<file path="src/rtl/core/sbpe_pkg.sv">
// Shared constants, widths, codes and datapath control struct for the
// sparse bivariate polynomial evaluator. No dependencies.
package sbpe_pkg;

	localparam int MAX_DEGREE = 3;
	localparam int FRAC_BITS  = 8;
	localparam int COEF_SLOTS = 16;

	localparam int COEF_W   = 32;
	localparam int VAR_W    = 16;
	localparam int IDX_W    = 4;
	localparam int VALUE_W  = 48;
	localparam int MAP_W    = 16;
	localparam int CFG_W    = 16;
	localparam int CFG_IDX_W = 2;

	localparam int LIMB_W  = 32;
	localparam int LIMBS   = MAX_DEGREE + 1;
	localparam int L_W     = $clog2(LIMBS);
	localparam int PROD_W  = LIMB_W * LIMBS;
	localparam int MUL_W   = LIMB_W + VAR_W;
	localparam int ACC_W   = PROD_W + 5;
	localparam int SCALE   = 2 * MAX_DEGREE * FRAC_BITS;
	localparam int SH_W    = (SCALE > 0) ? $clog2(SCALE + 1) : 1;

	localparam int D_W     = $clog2(MAX_DEGREE + 1);
	localparam int T_RAW   = $clog2((MAX_DEGREE + 1) * (MAX_DEGREE + 1) + 1);
	localparam int T_W     = (T_RAW > 5) ? T_RAW : 5;
	localparam int SLOT_W  = (COEF_SLOTS > 1) ? $clog2(COEF_SLOTS) : 1;
	localparam int A_W     = (SLOT_W > IDX_W) ? SLOT_W : IDX_W;
	localparam int K_W     = (SLOT_W + 1 > 5) ? SLOT_W + 1 : 5;

	localparam logic OP_WRITE = 1'b0;
	localparam logic OP_EVAL  = 1'b1;

	localparam logic [CFG_IDX_W-1:0] CFG_VAR_COUNT    = 2'd0;
	localparam logic [CFG_IDX_W-1:0] CFG_DEGREE_INNER = 2'd1;
	localparam logic [CFG_IDX_W-1:0] CFG_DEGREE_OUTER = 2'd2;
	localparam logic [CFG_IDX_W-1:0] CFG_PRESENT_MAP  = 2'd3;

	localparam logic [1:0] VARS_NONE = 2'd0;
	localparam logic [1:0] VARS_ONE  = 2'd1;

	typedef struct packed {
		logic            clear_acc;
		logic            load_prod;
		logic            mul_en;
		logic            mul_sel_y;
		logic [L_W-1:0]  limb;
		logic            add_en;
		logic [SH_W-1:0] shamt;
		logic            round_en;
	} dp_ctrl_t;

endpackage

</file>
<file path="src/rtl/core/sbpe_coef_store.sv">
// Packed coefficient table, one write and one registered read port.
// Depends on sbpe_pkg.
module sbpe_coef_store (
	input  logic                            clk,
	input  logic                            we,
	input  logic [sbpe_pkg::A_W-1:0]        wr_addr,
	input  logic signed [sbpe_pkg::COEF_W-1:0] wr_data,
	input  logic [sbpe_pkg::A_W-1:0]        rd_addr,
	output logic signed [sbpe_pkg::COEF_W-1:0] rd_data
);
	import sbpe_pkg::*;

	logic signed [COEF_W-1:0] mem_q [COEF_SLOTS];

	always_ff @(posedge clk) begin
		if (we) begin
			mem_q[wr_addr[SLOT_W-1:0]] <= wr_data;
		end
	end

	always_ff @(posedge clk) begin
		rd_data <= mem_q[rd_addr[SLOT_W-1:0]];
	end

endmodule

</file>
<file path="src/rtl/core/sbpe_datapath.sv">
// Shared limb multiplier, term product register and exact accumulator,
// with rounding and saturation of the final sum. Depends on sbpe_pkg.
module sbpe_datapath (
	input  logic                               clk,
	input  sbpe_pkg::dp_ctrl_t                 ctrl,
	input  logic signed [sbpe_pkg::COEF_W-1:0] coef,
	input  logic [sbpe_pkg::VAR_W-1:0]         inner_var,
	input  logic [sbpe_pkg::VAR_W-1:0]         outer_var,
	output logic signed [sbpe_pkg::VALUE_W-1:0] res_value,
	output logic                               res_sat
);
	import sbpe_pkg::*;

	localparam logic [ACC_W-1:0] ROUND_ADD =
		(SCALE > 0) ? (ACC_W'(1) << ((SCALE > 0) ? SCALE - 1 : 0)) : '0;
	localparam int TOP_LO = SCALE + VALUE_W - 1;

	logic [PROD_W-1:0]       prod_q;
	logic [VAR_W-1:0]        carry_q;
	logic signed [ACC_W-1:0] acc_q;

	logic [LIMB_W-1:0] mul_limb;
	logic [VAR_W-1:0]  mul_op;
	logic [VAR_W-1:0]  carry_in;
	logic [MUL_W-1:0]  mul_p;
	logic [ACC_W-1:0]  term_ext;
	logic [ACC_W-1:0]  term_sh;
	logic              sign;

	always_comb begin
		mul_limb = prod_q[ctrl.limb * LIMB_W +: LIMB_W];
		mul_op   = ctrl.mul_sel_y ? outer_var : inner_var;
		carry_in = (ctrl.limb == '0) ? '0 : carry_q;
		mul_p    = MUL_W'(mul_limb) * MUL_W'(mul_op) + MUL_W'(carry_in);
		term_ext = {{(ACC_W - PROD_W){prod_q[PROD_W-1]}}, prod_q};
		term_sh  = term_ext << ctrl.shamt;
	end

	always_ff @(posedge clk) begin
		if (ctrl.load_prod) begin
			prod_q <= {{(PROD_W - COEF_W){coef[COEF_W-1]}}, coef};
		end else if (ctrl.mul_en) begin
			prod_q[ctrl.limb * LIMB_W +: LIMB_W] <= mul_p[LIMB_W-1:0];
			carry_q <= mul_p[MUL_W-1:LIMB_W];
		end
	end

	always_ff @(posedge clk) begin
		if (ctrl.clear_acc) begin
			acc_q <= '0;
		end else if (ctrl.add_en) begin
			acc_q <= acc_q + signed'(term_sh);
		end else if (ctrl.round_en) begin
			acc_q <= acc_q + signed'(ROUND_ADD);
		end
	end

	always_comb begin
		sign    = acc_q[ACC_W-1];
		res_sat = acc_q[ACC_W-1:TOP_LO] != {(ACC_W - TOP_LO){sign}};
		if (res_sat) begin
			res_value = sign ? {1'b1, {(VALUE_W - 1){1'b0}}} : {1'b0, {(VALUE_W - 1){1'b1}}};
		end else begin
			res_value = acc_q[TOP_LO:SCALE];
		end
	end

endmodule

</file>
<file path="src/rtl/core/sparse_bivariate_polynomial_eval.sv">
// Sparse bivariate polynomial evaluator: a coefficient write is stored when
// it is accepted. An evaluate visits each term in turn; a present term loads
// its coefficient, has each power of a variable applied to it limb by limb
// on the shared 32x16 limb multiplier and is added to the accumulator; the
// sum is then rounded and registered for output. The block is not ready
// while an evaluate runs. Depends on sbpe_pkg, sbpe_coef_store and
// sbpe_datapath.
module sparse_bivariate_polynomial_eval (
	input  logic                                 clk,
	input  logic                                 arst_n,
	input  logic                                 cfg_we,
	input  logic [sbpe_pkg::CFG_IDX_W-1:0]       cfg_index,
	input  logic [sbpe_pkg::CFG_W-1:0]           cfg_data,
	input  logic                                 in_valid,
	output logic                                 in_ready,
	input  logic                                 op,
	input  logic [sbpe_pkg::IDX_W-1:0]           coef_index,
	input  logic signed [sbpe_pkg::COEF_W-1:0]   coef_value,
	input  logic [sbpe_pkg::VAR_W-1:0]           inner_var,
	input  logic [sbpe_pkg::VAR_W-1:0]           outer_var,
	output logic                                 out_valid,
	input  logic                                 out_ready,
	output logic signed [sbpe_pkg::VALUE_W-1:0]  value,
	output logic                                 saturated
);
	import sbpe_pkg::*;

	typedef enum logic [5:0] {
		ST_IDLE  = 6'b000001,
		ST_TERM  = 6'b000010,
		ST_MUL   = 6'b000100,
		ST_ADD   = 6'b001000,
		ST_ROUND = 6'b010000,
		ST_DONE  = 6'b100000
	} state_t;

	state_t state_q;

	logic [1:0]       var_count_q;
	logic [1:0]       degree_inner_q;
	logic [1:0]       degree_outer_q;
	logic [MAP_W-1:0] present_map_q;

	logic [VAR_W-1:0] x_q, y_q;
	logic [D_W-1:0]   din_q, dout_q, po_q, pi_q, ny_q, nx_q;
	logic [L_W-1:0]   limb_q;
	logic [T_W-1:0]   t_q;
	logic [K_W-1:0]   k_q;

	logic                     in_beat;
	logic                     store_we;
	logic signed [COEF_W-1:0] rd_data;
	logic signed [COEF_W-1:0] coef;
	logic                     present;
	logic                     last_inner, last_term, last_limb;
	logic [D_W-1:0]           din_d, dout_d;
	dp_ctrl_t                 ctrl;
	logic signed [VALUE_W-1:0] res_value;
	logic                     res_sat;

	function automatic logic [D_W-1:0] clamp_deg(input logic [1:0] d);
		if (int'(d) > MAX_DEGREE) begin
			return D_W'(MAX_DEGREE);
		end
		return D_W'(d);
	endfunction

	assign in_ready = (state_q == ST_IDLE);
	assign in_beat  = in_valid && in_ready;
	assign store_we = in_beat && (op == OP_WRITE) && (int'(coef_index) < COEF_SLOTS);

	sbpe_coef_store u_store (
		.clk     (clk),
		.we      (store_we),
		.wr_addr (A_W'(coef_index)),
		.wr_data (coef_value),
		.rd_addr (A_W'(k_q)),
		.rd_data (rd_data)
	);

	always_comb begin
		coef       = (int'(k_q) < COEF_SLOTS) ? rd_data : '0;
		present    = (t_q < T_W'(MAP_W)) && present_map_q[t_q[3:0]];
		last_inner = (pi_q == din_q);
		last_term  = last_inner && (po_q == dout_q);
		last_limb  = (int'(limb_q) == LIMBS - 1);
		unique case (var_count_q)
			VARS_NONE: begin
				dout_d = '0;
				din_d  = '0;
			end
			VARS_ONE: begin
				dout_d = clamp_deg(degree_inner_q);
				din_d  = '0;
			end
			default: begin
				dout_d = clamp_deg(degree_outer_q);
				din_d  = clamp_deg(degree_inner_q);
			end
		endcase
	end

	always_comb begin
		ctrl           = '0;
		ctrl.clear_acc = in_beat && (op == OP_EVAL);
		ctrl.load_prod = (state_q == ST_TERM) && present;
		ctrl.mul_en    = (state_q == ST_MUL);
		ctrl.mul_sel_y = (ny_q != '0);
		ctrl.limb      = limb_q;
		ctrl.add_en    = (state_q == ST_ADD);
		ctrl.shamt     = SH_W'(FRAC_BITS * (2 * MAX_DEGREE - int'(po_q) - int'(pi_q)));
		ctrl.round_en  = (state_q == ST_ROUND);
	end

	sbpe_datapath u_dp (
		.clk       (clk),
		.ctrl      (ctrl),
		.coef      (coef),
		.inner_var (x_q),
		.outer_var (y_q),
		.res_value (res_value),
		.res_sat   (res_sat)
	);

	always_ff @(posedge clk or negedge arst_n) begin
		if (!arst_n) begin
			var_count_q    <= '0;
			degree_inner_q <= '0;
			degree_outer_q <= '0;
			present_map_q  <= '0;
		end else if (cfg_we) begin
			unique case (cfg_index)
				CFG_VAR_COUNT:    var_count_q    <= cfg_data[1:0];
				CFG_DEGREE_INNER: degree_inner_q <= cfg_data[1:0];
				CFG_DEGREE_OUTER: degree_outer_q <= cfg_data[1:0];
				CFG_PRESENT_MAP:  present_map_q  <= cfg_data[MAP_W-1:0];
				default: ;
			endcase
		end
	end

	always_ff @(posedge clk) begin
		if (in_beat && (op == OP_EVAL)) begin
			x_q <= inner_var;
			y_q <= outer_var;
		end
	end

	always_ff @(posedge clk or negedge arst_n) begin
		if (!arst_n) begin
			state_q   <= ST_IDLE;
			din_q     <= '0;
			dout_q    <= '0;
			po_q      <= '0;
			pi_q      <= '0;
			ny_q      <= '0;
			nx_q      <= '0;
			limb_q    <= '0;
			t_q       <= '0;
			k_q       <= '0;
			out_valid <= 1'b0;
			value     <= '0;
			saturated <= 1'b0;
		end else begin
			if ((state_q == ST_DONE) && (!out_valid || out_ready)) begin
				out_valid <= 1'b1;
			end else if (out_valid && out_ready) begin
				out_valid <= 1'b0;
			end
			unique case (state_q)
				ST_IDLE: begin
					if (in_beat && (op == OP_EVAL)) begin
						din_q   <= din_d;
						dout_q  <= dout_d;
						po_q    <= '0;
						pi_q    <= '0;
						t_q     <= '0;
						k_q     <= '0;
						state_q <= ST_TERM;
					end
				end
				ST_TERM: begin
					if (present) begin
						k_q    <= k_q + K_W'(1);
						ny_q   <= po_q;
						nx_q   <= pi_q;
						limb_q <= '0;
						state_q <= ((po_q == '0) && (pi_q == '0)) ? ST_ADD : ST_MUL;
					end else begin
						t_q <= t_q + T_W'(1);
						if (last_term) begin
							state_q <= ST_ROUND;
						end else if (last_inner) begin
							po_q <= po_q + D_W'(1);
							pi_q <= '0;
						end else begin
							pi_q <= pi_q + D_W'(1);
						end
					end
				end
				ST_MUL: begin
					if (last_limb) begin
						limb_q <= '0;
						if (ny_q != '0) begin
							ny_q <= ny_q - D_W'(1);
							if ((ny_q == D_W'(1)) && (nx_q == '0)) begin
								state_q <= ST_ADD;
							end
						end else begin
							nx_q <= nx_q - D_W'(1);
							if (nx_q == D_W'(1)) begin
								state_q <= ST_ADD;
							end
						end
					end else begin
						limb_q <= limb_q + L_W'(1);
					end
				end
				ST_ADD: begin
					t_q <= t_q + T_W'(1);
					if (last_term) begin
						state_q <= ST_ROUND;
					end else begin
						state_q <= ST_TERM;
						if (last_inner) begin
							po_q <= po_q + D_W'(1);
							pi_q <= '0;
						end else begin
							pi_q <= pi_q + D_W'(1);
						end
					end
				end
				ST_ROUND: begin
					state_q <= ST_DONE;
				end
				ST_DONE: begin
					if (!out_valid || out_ready) begin
						value     <= res_value;
						saturated <= res_sat;
						k_q       <= '0;
						state_q   <= ST_IDLE;
					end
				end
				default: begin
					state_q <= ST_IDLE;
				end
			endcase
		end
	end

endmodule

</file>
<file path="config.mk">
export PLATFORM = sky130hd
export DESIGN_NAME = sparse_bivariate_polynomial_eval
export DESIGN_NICKNAME = d
export VERILOG_FILES = /design/src/rtl/core/sbpe_pkg.sv /design/src/rtl/core/sbpe_coef_store.sv /design/src/rtl/core/sbpe_datapath.sv /design/src/rtl/core/sparse_bivariate_polynomial_eval.sv
export SDC_FILE = /design/constraint.sdc
export NUM_CORES = 2
export LEC_CHECK = 0
export BUFFER_PORTS_ARGS = -buffer_cell sky130_fd_sc_hd__buf_2
export CORE_AREA = 3 3 392 394
export CTS_BUF_LIST = sky130_fd_sc_hd__clkbuf_16
export CTS_CLUSTER_DIAMETER = 120
export DETAILED_ROUTE_END_ITERATION = 6
export DIE_AREA = 0 0 395 397
export GPL_ROUTABILITY_DRIVEN = 0
export PLACE_DENSITY_LB_ADDON = 0.12
export SLEW_MARGIN = 20
export SYNTH_ARGS = -nofsm -noshare
export SYNTH_HDL_FRONTEND = slang
export SYNTH_SLANG_ARGS = --single-unit
</file>
<file path="constraint.sdc">
create_clock -name clk -period 11.7 [get_ports clk]
set_input_delay 1.755 -clock clk [delete_from_list [all_inputs] [get_ports clk]]
set_output_delay 1.755 -clock clk [all_outputs]
set_load 0.005 [all_outputs]
</file>
==> metrics.cfg <==
[timing]
worst_slew_pin_slew_ps = 1243
final_hold_viol_count = 0
setup_viol = 0
slew_violations = 0
layout_min_cycle_time_ps = 9794
worst_hold_slack_ps = 457.3
rsz0062_at_grt = false
fin_crit_sh_pct = 83.71
slew_headroom_pct = 16.56
fmax_mhz = 102.1
setup_tns_ps = 0
skew_ps = 70.73

[cts]
cts-buffers-inserted = 107
clock_path_buffers = 3
clock-sinks = 955
cts-root-buf = clkbuf_16
clk_latency_ps = 740
cts_resized = 0
path_clk_slew_ps = 60
cts_hold_buffers = 0
htreeDepth = 3
post_cts_buffers = 0
cts_tree = built

[cells_and_area]
final_common_cell = nand2_1
fin_nets = 7272
area_growth_pct = 9.273
drive_gt1_share_pct = 11.09
nFillCells = 13780
final_cell_mix = 860 x nand2_1, 688 x edfxtp_1, 650 x inv_1

[global_routing]
grt_use_total_pct = 27.20
grt_pass1_wl_um = 322500
grt_pass1_vias = 49897
overflow = 0
antenna_found_initial = 12
grt_max_degree = 160

[route]
via_per_inst = 5.826
drt_iter0_drc = 4281
num_vias = 49947
detail_route.wl_per_cell_um = 25.10
firstDrtPassIters = 7
drc = 0
drtAntennaViolNets = 0
wirelength_um = 215100

[synth]
yosys.area_share.simple_pct = 12.46
synthArstFlopShare_pct = 10.68
synthesis.area_mm2 = 0.06763
synthCells = 6495
synth_xor_area_share_pct = 3.056
synth_compound_area_share_pct = 11.50
seq_area_frac_synth_pct = 39.21
syn_area_per_cell_um2 = 10.41
ys_seq_elements = 955
ys_types = 83
ys_warn_count = 0
synth_nets = 7307
ys.flop_type = edfxtp_1
synthAdderAreaFrac_pct = 18.16
synth_top_family_by_area = adder cells
synth_edf_count = 688
yosys-mux-area-fraction_pct = 10.21

[worst_setup_path]
cpMaxStageDelayCell = dfrtp_2
startpoint_type = register
max_stage_delay_ps = 1120
cp-end-kind = register
crit_path_frequent_cell = fa_1
cp_data_arrival_time_ps = 10260
cp_max_fo = 45
crit_type = reg -> reg
required_ps = 12170

[placed_design]
post-dp-hpwl_um = 156100
portBuffers = 142

[floorplan]
die_w_um = 395
die_area_mm2 = 0.1568
placement_rows = 142
initial_utilization_pct = 45.05
io_pins = 143
core_mm2 = 0.1501
fp.dieH_um = 397

[status]
outcome = complete, no violations

[hold_path]
hp-class = reg -> reg

[job]
drv_cap = 0

## synth_stat cells (93+ instances only)
master      n  area (um2)
xnor2_1   143        1252
nor2_1    376        1411
inv_1     624        2342
nand2_1   862        3236
mux4_2    194        4369
and2_1    147       919.6
ha_1      284        3553
clkbuf_1  295        1107
edfxtp_1  688       20660
nand4_1    93       581.8
o21ai_0   435        2177
a21oi_1   456        2282
dfxtp_1   165        3303
dfrtp_1   101        2527
xor2_1     93       814.5
mux2_2    101        1137
fa_1      436        8728
mux2i_1   140        1401
## worst paths after layout
| check | from | to | slack (ps) | cells past startpoint |
|---|---|---|---|---|
| min in group asynchronous | arst_n | value[4] | 1050 | 1 |
| max in group asynchronous | arst_n | k_q[1] | 9360 | 2 |
| worst max-delay path | limb_q[1] | u_dp.carry_q[7] | 1910 | 25 |
| worst min register to register | u_dp.acc_q[7] | u_dp.acc_q[7] | 460 | 2 |
| worst min-delay path | u_dp.acc_q[7] | u_dp.acc_q[7] | 460 | 2 |
| worst max register to register | limb_q[1] | u_dp.carry_q[7] | 1910 | 25 |
## final cells by class
| type | instances | area [um2] | share of cell area, % |
|---|---|---|---|
| antenna | 2 | 5.005 | 0.006773 |
| clock buffer | 107 | 2678 | 3.623 |
| clock inverter | 97 | 979.7 | 1.326 |
| inverter | 626 | 2355 | 3.186 |
| multi-input combinational | 4569 | 37650 | 50.95 |
| sequential | 955 | 26530 | 35.90 |
| tap | 2016 | 2522 | 3.413 |
| timing repair buffer | 201 | 1181 | 1.598 |
## worst max-delay path: cells and delay by family, from the launching register on
family,cells,cell delay [ps]
fa+ha+maj,7,3470
flops,1,1120
simple gates,2,390
buf+inv,4,210
xor+xnor,1,90
mux,1,430
compound gates,10,3760
## registers in the layout (all words and copies together), names as in the netlist, 2 cells and up
name,cells
ny_q,2
nx_q,2
po_q,2
var_count_q,2
state_q,6
present_map_q,16
t_q,5
u_store.rd_data,32
dout_q,2
din_q,2
pi_q,2
x_q,16
degree_outer_q,2
u_dp.carry_q,16
k_q,5
limb_q,2
u_dp.acc_q,133
degree_inner_q,2
y_q,16
u_store.mem_q,512
u_dp.prod_q,128
value,48
## layer usage
layer	up-vias	GRT usage [%]	share of wire (%)
met5	-	0	0.016
met4	6	10.26	4.1
met3	381	3.913	6.5
met2	1799	43.81	46
met1	25058	37.43	43
li1	22703	-	-
## cells by family (layout without fill, tap and decap cells)
family                     after synthesis  in the layout
other                                    0              2
buffers and inverters                  971           1031
and+or+nand+nor                       1848           1848
adders and majority gates              720            720
AOI/OAI and AO/OA                     1330           1330
xor gates and xnor gates               236            236
muxes                                  435            435
DFF                                    955            955
## per-stage QoR
stage	area [um2]	std cells	utilization [%]	setup WS [ps]
global placement	70230	8367	46.78	2208
finish	73900	8573	49.22	1906
CTS	73890	8571	49.22	2124
floorplan	67630	6495	-	3077
detailed placement	70230	8367	46.78	2138
global route	73890	8571	49.22	1590
Power is left out: the tool's default activity adds up to more than one toggle a clock period on the data nets, which glitch-free logic cannot reach.
